### src/rtl/core/pghc_pkg.sv
// Shared types and constants for the PGM header parser and crop block.
// No dependencies; every other file of the block refers to it by scoped names.

package pghc_pkg;

  // Parser phases of the header and raster walk.
  typedef enum logic [3:0] {
    PH_MAGIC_P,
    PH_MAGIC_D,
    PH_SEP_W,
    PH_NUM_W,
    PH_SEP_H,
    PH_NUM_H,
    PH_SEP_M,
    PH_NUM_M,
    PH_RASTER,
    PH_DONE
  } phase_e;

  // Result status codes.
  typedef enum logic [2:0] {
    ST_PIXEL      = 3'd0,
    ST_BAD_HEADER = 3'd1,
    ST_NOT_P5     = 3'd2,
    ST_MAXVAL     = 3'd3,
    ST_WINDOW     = 3'd4,
    ST_TRUNCATED  = 3'd5
  } status_e;

  // Configuration register indexes.
  typedef enum logic [1:0] {
    REG_WIN_LEFT   = 2'd0,
    REG_WIN_RIGHT  = 2'd1,
    REG_WIN_TOP    = 2'd2,
    REG_WIN_BOTTOM = 2'd3
  } cfg_reg_e;

  // File type taken from the magic digit.
  typedef enum logic [1:0] {
    KIND_P4 = 2'd0,
    KIND_P5 = 2'd1,
    KIND_P6 = 2'd2
  } kind_e;

  localparam int unsigned WIN_BITS = 16;
  localparam int unsigned QDEPTH   = 4;
  localparam int unsigned QPTR_W   = 2;
  localparam int unsigned QCNT_W   = 3;

  localparam logic [7:0] CH_P     = 8'h50;
  localparam logic [7:0] CH_HASH  = 8'h23;
  localparam logic [7:0] CH_LF    = 8'h0A;
  localparam logic [7:0] CH_TAB   = 8'h09;
  localparam logic [7:0] CH_SPACE = 8'h20;
  localparam logic [7:0] CH_0     = 8'h30;
  localparam logic [7:0] CH_9     = 8'h39;
  localparam logic [7:0] CH_4     = 8'h34;
  localparam logic [7:0] CH_6     = 8'h36;
  localparam logic [7:0] MAXVAL   = 8'd255;

  // One queue word: an optional pixel result followed by an optional status result.
  typedef struct packed {
    logic       has_pix;
    logic [7:0] pix;
    logic       done;
    status_e    status;
  } entry_t;

endpackage

### src/rtl/core/pghc_front.sv
// Front end: byte parser for the PNM header and raster counter with crop window.
// Depends on pghc_pkg; writes one queue word for every byte that yields results.

module pghc_front #(
  parameter int unsigned DIM_BITS = 16
) (
  input  logic                       clk_i,
  input  logic                       rst_ni,
  input  logic                       accept_i,
  input  logic [7:0]                 file_byte_i,
  input  logic                       file_end_i,
  input  logic                       cfg_we_i,
  input  logic [1:0]                 cfg_idx_i,
  input  logic [pghc_pkg::WIN_BITS-1:0] cfg_wdata_i,
  output logic                       wr_o,
  output pghc_pkg::entry_t           entry_o
);

  localparam int unsigned CW    = (DIM_BITS > pghc_pkg::WIN_BITS) ? DIM_BITS
                                                                    : pghc_pkg::WIN_BITS;
  localparam int unsigned MUL_W = DIM_BITS + 5;
  localparam logic [MUL_W-1:0] NUM_LIMIT = MUL_W'(1) << DIM_BITS;

  logic [pghc_pkg::WIN_BITS-1:0] win_left_q, win_right_q, win_top_q, win_bottom_q;

  pghc_pkg::phase_e  phase_q, phase_d;
  pghc_pkg::kind_e   kind_q, kind_d;
  logic              comment_q, comment_d;
  logic              err_q, err_d;
  logic [DIM_BITS:0] acc_q, acc_d;
  logic [DIM_BITS-1:0] width_q, width_d, height_q, height_d;
  logic [DIM_BITS-1:0] col_q, col_d, row_q, row_d;

  logic              is_digit, is_sep;
  logic [DIM_BITS:0] acc_first, acc_next;
  logic [MUL_W-1:0]  acc_mul;
  logic              window_bad, in_window, win_last;
  logic [DIM_BITS:0] col_inc, row_inc;
  logic              col_last, row_last;

  always_ff @(posedge clk_i or negedge rst_ni) begin
    if (!rst_ni) begin
      win_left_q   <= '0;
      win_right_q  <= '0;
      win_top_q    <= '0;
      win_bottom_q <= '0;
    end else if (cfg_we_i) begin
      case (pghc_pkg::cfg_reg_e'(cfg_idx_i))
        pghc_pkg::REG_WIN_LEFT:   win_left_q   <= cfg_wdata_i;
        pghc_pkg::REG_WIN_RIGHT:  win_right_q  <= cfg_wdata_i;
        pghc_pkg::REG_WIN_TOP:    win_top_q    <= cfg_wdata_i;
        pghc_pkg::REG_WIN_BOTTOM: win_bottom_q <= cfg_wdata_i;
        default: ;
      endcase
    end
  end

  function automatic pghc_pkg::status_e hdr_check(pghc_pkg::kind_e kind,
                                                  logic [DIM_BITS:0] maxv,
                                                  logic wbad);
    pghc_pkg::status_e st;
    if (kind != pghc_pkg::KIND_P5) st = pghc_pkg::ST_NOT_P5;
    else if (maxv != (DIM_BITS+1)'(pghc_pkg::MAXVAL)) st = pghc_pkg::ST_MAXVAL;
    else if (wbad) st = pghc_pkg::ST_WINDOW;
    else st = pghc_pkg::ST_PIXEL;
    return st;
  endfunction

  assign is_digit = (file_byte_i >= pghc_pkg::CH_0) && (file_byte_i <= pghc_pkg::CH_9);
  assign is_sep   = (file_byte_i == pghc_pkg::CH_SPACE) || (file_byte_i == pghc_pkg::CH_TAB) ||
                    (file_byte_i == pghc_pkg::CH_LF);

  // Decimal accumulate, saturating at 2^DIM_BITS so oversize numbers stay detectable.
  assign acc_first = (DIM_BITS+1)'(file_byte_i[3:0]);
  assign acc_mul   = (MUL_W'(acc_q) << 3) + (MUL_W'(acc_q) << 1) + MUL_W'(file_byte_i[3:0]);
  assign acc_next  = (acc_mul > NUM_LIMIT) ? NUM_LIMIT[DIM_BITS:0] : acc_mul[DIM_BITS:0];

  assign window_bad = (CW'(win_right_q) >= CW'(width_q)) || (win_right_q < win_left_q) ||
                      (CW'(win_bottom_q) >= CW'(height_q)) || (win_bottom_q < win_top_q);

  assign in_window = (CW'(col_q) >= CW'(win_left_q)) && (CW'(col_q) <= CW'(win_right_q)) &&
                     (CW'(row_q) >= CW'(win_top_q)) && (CW'(row_q) <= CW'(win_bottom_q));
  assign win_last  = (CW'(col_q) == CW'(win_right_q)) && (CW'(row_q) == CW'(win_bottom_q));

  assign col_inc  = {1'b0, col_q} + (DIM_BITS+1)'(1);
  assign row_inc  = {1'b0, row_q} + (DIM_BITS+1)'(1);
  assign col_last = col_inc >= {1'b0, width_q};
  assign row_last = row_inc >= {1'b0, height_q};

  always_comb begin
    pghc_pkg::status_e st;
    pghc_pkg::status_e end_st;
    pghc_pkg::status_e hc;
    pghc_pkg::phase_e  sep_target;
    logic              do_sep;
    logic              has_pix;

    phase_d    = phase_q;
    kind_d     = kind_q;
    comment_d  = comment_q;
    err_d      = err_q;
    acc_d      = acc_q;
    width_d    = width_q;
    height_d   = height_q;
    col_d      = col_q;
    row_d      = row_q;
    st         = pghc_pkg::ST_PIXEL;
    end_st     = pghc_pkg::ST_PIXEL;
    sep_target = pghc_pkg::PH_NUM_W;
    do_sep     = 1'b0;
    has_pix    = 1'b0;
    hc         = hdr_check(kind_q, acc_q, window_bad);

    if (!err_q) begin
      if (comment_q) begin
        if (file_byte_i == pghc_pkg::CH_LF) comment_d = 1'b0;
      end else begin
        case (phase_q)
          pghc_pkg::PH_MAGIC_P: begin
            if (file_byte_i == pghc_pkg::CH_HASH) comment_d = 1'b1;
            else if (file_byte_i != pghc_pkg::CH_P) st = pghc_pkg::ST_BAD_HEADER;
            else phase_d = pghc_pkg::PH_MAGIC_D;
          end
          pghc_pkg::PH_MAGIC_D: begin
            if (file_byte_i < pghc_pkg::CH_4 || file_byte_i > pghc_pkg::CH_6) begin
              st = pghc_pkg::ST_BAD_HEADER;
            end else begin
              // '4', '5' and '6' differ only in their two low bits.
              kind_d  = pghc_pkg::kind_e'(file_byte_i[1:0]);
              phase_d = pghc_pkg::PH_SEP_W;
            end
          end
          pghc_pkg::PH_SEP_W: begin
            do_sep     = 1'b1;
            sep_target = pghc_pkg::PH_NUM_W;
          end
          pghc_pkg::PH_NUM_W: begin
            if (is_digit) acc_d = acc_next;
            else if (acc_q[DIM_BITS]) st = pghc_pkg::ST_BAD_HEADER;
            else begin
              width_d    = acc_q[DIM_BITS-1:0];
              phase_d    = pghc_pkg::PH_SEP_H;
              do_sep     = 1'b1;
              sep_target = pghc_pkg::PH_NUM_H;
            end
          end
          pghc_pkg::PH_SEP_H: begin
            do_sep     = 1'b1;
            sep_target = pghc_pkg::PH_NUM_H;
          end
          pghc_pkg::PH_NUM_H: begin
            if (is_digit) acc_d = acc_next;
            else if (acc_q[DIM_BITS]) st = pghc_pkg::ST_BAD_HEADER;
            else begin
              height_d = acc_q[DIM_BITS-1:0];
              if (kind_q == pghc_pkg::KIND_P4) st = pghc_pkg::ST_NOT_P5;
              else begin
                phase_d    = pghc_pkg::PH_SEP_M;
                do_sep     = 1'b1;
                sep_target = pghc_pkg::PH_NUM_M;
              end
            end
          end
          pghc_pkg::PH_SEP_M: begin
            do_sep     = 1'b1;
            sep_target = pghc_pkg::PH_NUM_M;
          end
          pghc_pkg::PH_NUM_M: begin
            // Any non-digit ends maxval and is consumed.
            if (is_digit) acc_d = acc_next;
            else if (hc != pghc_pkg::ST_PIXEL) st = hc;
            else begin
              col_d   = '0;
              row_d   = '0;
              phase_d = pghc_pkg::PH_RASTER;
            end
          end
          pghc_pkg::PH_RASTER: begin
            has_pix = in_window;
            if (col_last) begin
              col_d = '0;
              if (row_last) phase_d = pghc_pkg::PH_DONE;
              else row_d = row_inc[DIM_BITS-1:0];
            end else begin
              col_d = col_inc[DIM_BITS-1:0];
            end
          end
          default: ;
        endcase

        if (do_sep) begin
          if (is_digit) begin
            acc_d   = acc_first;
            phase_d = sep_target;
          end else if (file_byte_i == pghc_pkg::CH_HASH) begin
            comment_d = 1'b1;
          end else if (!is_sep) begin
            st = pghc_pkg::ST_BAD_HEADER;
          end
        end
      end

      if (st != pghc_pkg::ST_PIXEL) begin
        err_d = 1'b1;
      end else if (file_end_i) begin
        // Status for a file that ends here, judged on the state this byte leaves.
        if (phase_d == pghc_pkg::PH_DONE) end_st = pghc_pkg::ST_PIXEL;
        else if (phase_d == pghc_pkg::PH_RASTER) end_st = pghc_pkg::ST_TRUNCATED;
        else if (phase_d == pghc_pkg::PH_NUM_M && !comment_d) begin
          end_st = hdr_check(kind_d, acc_d, window_bad);
          if (end_st == pghc_pkg::ST_PIXEL) end_st = pghc_pkg::ST_TRUNCATED;
        end else if (phase_d == pghc_pkg::PH_NUM_H && !comment_d &&
                     kind_d == pghc_pkg::KIND_P4 && !acc_d[DIM_BITS]) begin
          end_st = pghc_pkg::ST_NOT_P5;
        end else begin
          end_st = pghc_pkg::ST_BAD_HEADER;
        end
      end
    end

    entry_o.has_pix = has_pix;
    entry_o.pix     = file_byte_i;
    entry_o.done    = win_last;
    entry_o.status  = (st != pghc_pkg::ST_PIXEL) ? st : end_st;
    wr_o = accept_i && (has_pix || entry_o.status != pghc_pkg::ST_PIXEL);

    // The last byte of a file rearms the parser; the window registers stay.
    if (file_end_i) begin
      phase_d   = pghc_pkg::PH_MAGIC_P;
      kind_d    = pghc_pkg::KIND_P4;
      comment_d = 1'b0;
      err_d     = 1'b0;
      acc_d     = '0;
      width_d   = '0;
      height_d  = '0;
      col_d     = '0;
      row_d     = '0;
    end
  end

  always_ff @(posedge clk_i or negedge rst_ni) begin
    if (!rst_ni) begin
      phase_q   <= pghc_pkg::PH_MAGIC_P;
      kind_q    <= pghc_pkg::KIND_P4;
      comment_q <= 1'b0;
      err_q     <= 1'b0;
      acc_q     <= '0;
      width_q   <= '0;
      height_q  <= '0;
      col_q     <= '0;
      row_q     <= '0;
    end else if (accept_i) begin
      phase_q   <= phase_d;
      kind_q    <= kind_d;
      comment_q <= comment_d;
      err_q     <= err_d;
      acc_q     <= acc_d;
      width_q   <= width_d;
      height_q  <= height_d;
      col_q     <= col_d;
      row_q     <= row_d;
    end
  end

endmodule

### src/rtl/core/pghc_fifo.sv
// Short queue of result words between the parser front end and the output back end.
// Depends on pghc_pkg for the word type and the queue depth.

module pghc_fifo (
  input  logic             clk_i,
  input  logic             rst_ni,
  input  logic             wr_i,
  input  pghc_pkg::entry_t wdata_i,
  input  logic             rd_i,
  output pghc_pkg::entry_t rdata_o,
  output logic             full_o,
  output logic             empty_o
);

  pghc_pkg::entry_t                 mem_q [pghc_pkg::QDEPTH];
  logic [pghc_pkg::QPTR_W-1:0]      wptr_q, rptr_q;
  logic [pghc_pkg::QCNT_W-1:0]      cnt_q, cnt_d;
  logic                             do_wr, do_rd;

  assign full_o  = (cnt_q == pghc_pkg::QCNT_W'(pghc_pkg::QDEPTH));
  assign empty_o = (cnt_q == '0);
  assign do_wr   = wr_i && !full_o;
  assign do_rd   = rd_i && !empty_o;
  assign rdata_o = mem_q[rptr_q];

  always_comb begin
    cnt_d = cnt_q;
    if (do_wr && !do_rd) cnt_d = cnt_q + pghc_pkg::QCNT_W'(1);
    else if (do_rd && !do_wr) cnt_d = cnt_q - pghc_pkg::QCNT_W'(1);
  end

  always_ff @(posedge clk_i or negedge rst_ni) begin
    if (!rst_ni) begin
      wptr_q <= '0;
      rptr_q <= '0;
      cnt_q  <= '0;
    end else begin
      cnt_q <= cnt_d;
      if (do_wr) wptr_q <= wptr_q + pghc_pkg::QPTR_W'(1);
      if (do_rd) rptr_q <= rptr_q + pghc_pkg::QPTR_W'(1);
    end
  end

  always_ff @(posedge clk_i) begin
    if (do_wr) mem_q[wptr_q] <= wdata_i;
  end

endmodule

### src/rtl/core/pghc_back.sv
// Back end: holds the oldest queue word and presents its one or two results in turn.
// Depends on pghc_pkg for the word type and status codes.

module pghc_back (
  input  logic             clk_i,
  input  logic             rst_ni,
  input  pghc_pkg::entry_t q_data_i,
  input  logic             q_empty_i,
  output logic             q_rd_o,
  input  logic             pop_i,
  output logic             empty_o,
  output logic [7:0]       pixel_value_o,
  output logic             window_done_o,
  output logic [2:0]       status_o
);

  logic             cur_valid_q;
  pghc_pkg::entry_t cur_q;
  logic             two_left, take, consume;

  // A word with both a pixel and a status shows the pixel first.
  assign two_left = cur_q.has_pix && (cur_q.status != pghc_pkg::ST_PIXEL);
  assign take     = pop_i && cur_valid_q;
  assign consume  = take && !two_left;
  assign q_rd_o   = !q_empty_i && (!cur_valid_q || consume);

  always_ff @(posedge clk_i or negedge rst_ni) begin
    if (!rst_ni) begin
      cur_valid_q <= 1'b0;
    end else if (q_rd_o) begin
      cur_valid_q <= 1'b1;
    end else if (consume) begin
      cur_valid_q <= 1'b0;
    end
  end

  always_ff @(posedge clk_i) begin
    if (q_rd_o) cur_q <= q_data_i;
    else if (take && two_left) cur_q.has_pix <= 1'b0;
  end

  assign empty_o       = !cur_valid_q;
  assign pixel_value_o = cur_q.has_pix ? cur_q.pix : 8'd0;
  assign window_done_o = cur_q.has_pix && cur_q.done;
  assign status_o      = cur_q.has_pix ? pghc_pkg::ST_PIXEL : cur_q.status;

endmodule

### src/rtl/core/pgm_header_parse_and_crop.sv
// Top level of the PNM header parser with crop window: front end, queue, back end.
// Depends on pghc_pkg, pghc_front, pghc_fifo and pghc_back.
//
//   Channel   Handshake          Payload
//   input     push_i / full_o    file_byte_i, file_end_i
//   result    empty_o / pop_i    pixel_value_o, window_done_o, status_o
//   config    cfg_we_i           cfg_idx_i, cfg_wdata_i
//
// A byte is parsed in the cycle it is accepted; one byte per cycle is sustained while full_o is low.
// Its results pass through the queue and the back end's output register before they reach the result ports.
// A byte that yields a pixel and a truncation status occupies the output for two pops.
// full_o rises only when the four-word queue is full; reset empties everything.

module pgm_header_parse_and_crop #(
  parameter int unsigned DIM_BITS = 16
) (
  input  logic        clk_i,
  input  logic        rst_ni,
  input  logic        push_i,
  output logic        full_o,
  input  logic [7:0]  file_byte_i,
  input  logic        file_end_i,
  output logic        empty_o,
  input  logic        pop_i,
  output logic [7:0]  pixel_value_o,
  output logic        window_done_o,
  output logic [2:0]  status_o,
  input  logic        cfg_we_i,
  input  logic [1:0]  cfg_idx_i,
  input  logic [15:0] cfg_wdata_i
);

  logic             accept, wr, q_rd, q_empty;
  pghc_pkg::entry_t wdata, rdata;

  assign accept = push_i && !full_o;

  pghc_front #(
    .DIM_BITS(DIM_BITS)
  ) u_front (
    .clk_i      (clk_i),
    .rst_ni     (rst_ni),
    .accept_i   (accept),
    .file_byte_i(file_byte_i),
    .file_end_i (file_end_i),
    .cfg_we_i   (cfg_we_i),
    .cfg_idx_i  (cfg_idx_i),
    .cfg_wdata_i(cfg_wdata_i),
    .wr_o       (wr),
    .entry_o    (wdata)
  );

  pghc_fifo u_fifo (
    .clk_i  (clk_i),
    .rst_ni (rst_ni),
    .wr_i   (wr),
    .wdata_i(wdata),
    .rd_i   (q_rd),
    .rdata_o(rdata),
    .full_o (full_o),
    .empty_o(q_empty)
  );

  pghc_back u_back (
    .clk_i        (clk_i),
    .rst_ni       (rst_ni),
    .q_data_i     (rdata),
    .q_empty_i    (q_empty),
    .q_rd_o       (q_rd),
    .pop_i        (pop_i),
    .empty_o      (empty_o),
    .pixel_value_o(pixel_value_o),
    .window_done_o(window_done_o),
    .status_o     (status_o)
  );

endmodule

### config.mk
export PLATFORM = sky130hd
export DESIGN_NAME = pgm_header_parse_and_crop
export DESIGN_NICKNAME = d
export VERILOG_FILES = /design/src/rtl/core/pghc_pkg.sv /design/src/rtl/core/pghc_front.sv /design/src/rtl/core/pghc_fifo.sv /design/src/rtl/core/pghc_back.sv /design/src/rtl/core/pgm_header_parse_and_crop.sv
export SDC_FILE = /design/constraint.sdc
export NUM_CORES = 1
export LEC_CHECK = 0
export ABC_AREA = 1
export BUFFER_PORTS_ARGS = -buffer_cell sky130_fd_sc_hd__buf_2
export CAP_MARGIN = 20
export CORE_MARGIN = 3
export CORE_UTILIZATION = 55
export CTS_BUF_LIST = sky130_fd_sc_hd__clkbuf_16
export CTS_CLUSTER_SIZE = 20
export DETAILED_ROUTE_END_ITERATION = 8
export GPL_TIMING_DRIVEN = 0
export PLACE_DENSITY = 0.78
export REMOVE_ABC_BUFFERS = 1
export SKIP_CTS_REPAIR_TIMING = 1
export SLEW_MARGIN = 20
export SYNTH_ARGS = -nofsm -noshare
export SYNTH_HDL_FRONTEND = slang
export SYNTH_SLANG_ARGS = --single-unit
export TNS_END_PERCENT = 5
### constraint.sdc
create_clock -name clk_i -period 9.43 [get_ports clk_i]
set_input_delay 0.4715 -clock clk_i [delete_from_list [all_inputs] [get_ports clk_i]]
set_output_delay 0.4715 -clock clk_i [all_outputs]
set_load 0.05 [all_outputs]
==> flow_summary.yaml <==
grt:
  grt_pass1_wl_microns: 67230
  grt_pass1_vias: 13906
  grt_overflow: 0
  grt_usage: 0.2599
  antenna_found_initial: 1
  grt_max_degree: 97
yosys:
  avgSynthCellArea_sq_um: 7.656
  synth_simple_gate_area_frac: 0.2383
  ys_async_sr_fraction: 0.7124
  combinational_family_with_the_most_area_after_synthesis: "simple AND/OR/NAND/NOR gates"
  synth_enable_flop_cells: 65
  netlist.top_cell.by_area: "sky130_fd_sc_hd__dfrtp_1"
  synth_top_cell_area_share: 0.2491
  synth_adder_area_share: 0.1569
  synth_area_in_compound_gates: 0.1257
  ys_top_cells_by_area: "sky130_fd_sc_hd__dfrtp_1 (25%), sky130_fd_sc_hd__ha_1 (15%), sky130_fd_sc_hd__edfxtp_1 (12%), sky130_fd_sc_hd__nand2_1 (11%), sky130_fd_sc_hd__inv_1 (7.8%)"
  synthesis.area_sq_um: 16170
  synth.mux.area_fraction: 0.002089
  synth.yosys.seq_area_share: 0.3699
  synth.lib_cells_used.distinct: 55
  postSynthRegisterBits: 226
  ys_dominant_reg_cell: "sky130_fd_sc_hd__dfrtp_1"
  synth-xor-area-share: 0.01292
  ys_warn_count: 0
  synthCells: 2112
timing:
  timing.final.hold_violations: 0
  final.setup.tns_ns: 0
  setup_repair_after_global_routing_missed_its_margin: "no"
  holdWs_ns: 0.2085
  fin_worst_skew_ns: 0.01320
  max_clock_freq_mhz: 168.8
  slew_violations: 0
  endpoints_failing_setup: 0
  worst_pin_slew_ns: 1.007
  timing.final.crit_share: 0.6282
  fin_crit_ns: 5.924
  timing.max_slew.rel_slack: 0.3272
setup_path:
  crit_type: "reg -> reg"
  critical-path-top-cell-by-count: "sky130_fd_sc_hd__nand2_1"
  startpoint_type: "flip-flop"
  critical-path-max-stage-delay_ns: 0.48
  crit_required_ns: 9.84
  cp.arrival_ns: 6.33
  crit_path_max_fanout: 7
  worstPathBufferInverterCount: 3
  cp_top_family: "simple AND/OR/NAND/NOR gates"
  cp_slowest_cell: "sky130_fd_sc_hd__nor3_1"
  cp-end-kind: "flip-flop"
floorplan:
  dieArea_sq_um: 31490
  io_pins: 46
  die_x_microns: 177.5
  fp.coreArea_sq_um: 28860
  core.rowCount: 62
  dieHeight_microns: 177.5
  initial_core_util: 0.5604
placement:
  place.gp.congestion: 0.9525
  detailedPlacementHpwl_microns: 30940
  place_area_sq_um: 16760
  port_buffers: 45
clock_tree:
  cts_made_buffers: 26
  clk_pin_slew_ns: 0.06
  cts.sinks: 226
  tritoncts: "built"
  cts.path.max_buffers: 3
  worst_skew_pair_latency_ns: 0.53
  cts_htree_levels: 1
  clk_root_buffer_cell: "sky130_fd_sc_hd__clkbuf_16"
cells_and_area:
  area_delta_synth_final_pct: 9.177
  fraction_of_layout_instances_using_a_drive_strength_above_1: 0.07031
  final_area_sq_um: 17650
  final_nets: 2375
detailed_routing:
  drt_iter0_drc: 928
  drc_viols: 0
  ant_nets: 0
  drt_wl_total_microns: 40640
  drt_pre_antenna_iters: 5
  detailroute.via_count: 14091
  drt-wirelength-per-cell_microns: 15.95
  via_to_cell_ratio: 5.532
pwr:
  power_per_cell_area_nw_per_um2: 177.1
  worst_ir_drop_vdd_mv: 0.1402
  power.leakage_nw: 9.009
flow_run:
  drv_cap: 0
hold_path:
  hold_path.class: "in -> reg"
outcome:
  status: "finished clean"
-- worst paths after layout --
check / start / end / slack [ns] / cells past startpoint
max reg2reg: u_front.row_q[0] / u_fifo.cnt_q[2] / 3.51 / 35
max: u_front.row_q[0] / u_fifo.cnt_q[2] / 3.51 / 35
min reg2reg: u_front.win_left_q[6] / u_front.win_left_q[6] / 0.48 / 2
min: file_byte_i[4] / u_fifo.mem_q[2][8] / 0.21 / 1
max in group asynchronous: rst_ni / u_front.row_q[15] / 8.11 / 3
min in group asynchronous: rst_ni / u_front.win_right_q[7] / 0.48 / 2
-- placed cells by master (no fill, tap or decap), types with 17 or more instances in the layout --
cell type and count:
sky130_fd_sc_hd__nand3_1 118, sky130_fd_sc_hd__dfrtp_1 161, sky130_fd_sc_hd__inv_1 338, sky130_fd_sc_hd__xor2_1 21, sky130_fd_sc_hd__nand2_1 455, sky130_fd_sc_hd__edfxtp_1 65, sky130_fd_sc_hd__nor2_2 17, sky130_fd_sc_hd__o21ai_0 190
sky130_fd_sc_hd__nor3_1 35, sky130_fd_sc_hd__clkbuf_16 28, sky130_fd_sc_hd__o22ai_1 32, sky130_fd_sc_hd__ha_1 198, sky130_fd_sc_hd__nand4_1 43, sky130_fd_sc_hd__buf_2 44, sky130_fd_sc_hd__a21oi_1 104, sky130_fd_sc_hd__nor2_1 180
-- cell usage after synthesis, types with 3 or more instances --
cell type and count:
sky130_fd_sc_hd__nand3_1 120, sky130_fd_sc_hd__o21a_1 7, sky130_fd_sc_hd__xor2_1 21, sky130_fd_sc_hd__buf_6 5
sky130_fd_sc_hd__a211oi_1 7, sky130_fd_sc_hd__fa_1 3, sky130_fd_sc_hd__nand4_1 43, sky130_fd_sc_hd__nand2_1 455
sky130_fd_sc_hd__buf_1 3, sky130_fd_sc_hd__nand3b_1 7, sky130_fd_sc_hd__nor3_1 35, sky130_fd_sc_hd__dfrtp_1 161
sky130_fd_sc_hd__o21ai_0 190, sky130_fd_sc_hd__nor4_1 9, sky130_fd_sc_hd__ha_1 198, sky130_fd_sc_hd__nand2_2 10
sky130_fd_sc_hd__o21bai_1 5, sky130_fd_sc_hd__mux2_2 3, sky130_fd_sc_hd__nor2_2 10, sky130_fd_sc_hd__edfxtp_1 65
sky130_fd_sc_hd__a21oi_2 3, sky130_fd_sc_hd__a21oi_1 104, sky130_fd_sc_hd__clkbuf_1 38, sky130_fd_sc_hd__and3_1 3
sky130_fd_sc_hd__o22ai_1 32, sky130_fd_sc_hd__inv_2 7, sky130_fd_sc_hd__buf_2 3, sky130_fd_sc_hd__inv_1 336
sky130_fd_sc_hd__a31oi_1 5, sky130_fd_sc_hd__a21boi_0 3, sky130_fd_sc_hd__nand3_2 4, sky130_fd_sc_hd__nor2_1 187
-- sequential cells by signal, indices dropped and copies added, names as in the netlist --
name and flops:
u_front.kind_q 2, u_fifo.wptr_q 2, u_fifo.rptr_q 2, u_front.acc_q 17, u_front.comment_q 1, u_front.width_q 16, u_front.win_left_q 16, u_back.cur_q 13
u_front.col_q 16, u_front.win_right_q 16, u_front.row_q 16, u_front.phase_q 4, u_fifo.cnt_q 3, u_front.win_bottom_q 16, u_front.err_q 1, u_back.cur_valid_q 1
u_front.height_q 16, u_fifo.mem_q 52, u_front.win_top_q 16
-- through the flow --
stage | std cells | utilization | total power [mW] | setup WS, ns
global route | 2547 | 0.6118 | 3.311 | 2.962
finish | 2547 | 0.6118 | 3.126 | 3.506
detailed placement | 2497 | 0.5808 | 2.111 | 3.603
global placement | 2491 | 0.5767 | 2.050 | 3.356
floorplan | 2062 | - | 1.846 | 4.757
CTS | 2545 | 0.6110 | 3.148 | 3.581
-- power by group --
group	total, mW	switching (mW)	internal, mW
clock network	1.02	0.407	0.615
logic	0.836	0.566	0.269
registers	1.27	0.111	1.16
-- final cells by class --
class	instances	area, sq um
multi-input combinational	1492	8706
antenna	1	2.502
fill	2541	11200
timing repair buffer	52	321.6
sequential	226	5981
inverter	344	1291
clock inverter	20	171.4
tap	384	480.5
clock buffer	28	700.7
-- layer usage --
layer  global-route usage  up-vias  share of wire
li1                     -     7060              -
met1               0.3311     6566           0.43
met2               0.4568      385           0.48
met3              0.02974       80          0.048
met4              0.09162        0          0.036
met5                    0        -              0
-- kinds of logic (layout without fill, tap and decap cells) --
kind of cell / Yosys count / count (layout)
compound gates: 372 / 372
xor+xnor: 23 / 23
fa+ha+maj: 201 / 201
buf+inv: 394 / 444
flops: 226 / 226
mux: 3 / 3
other cells: 0 / 1
simple gates: 893 / 893
No activity file was read; power rests on OpenSTA's default activity.
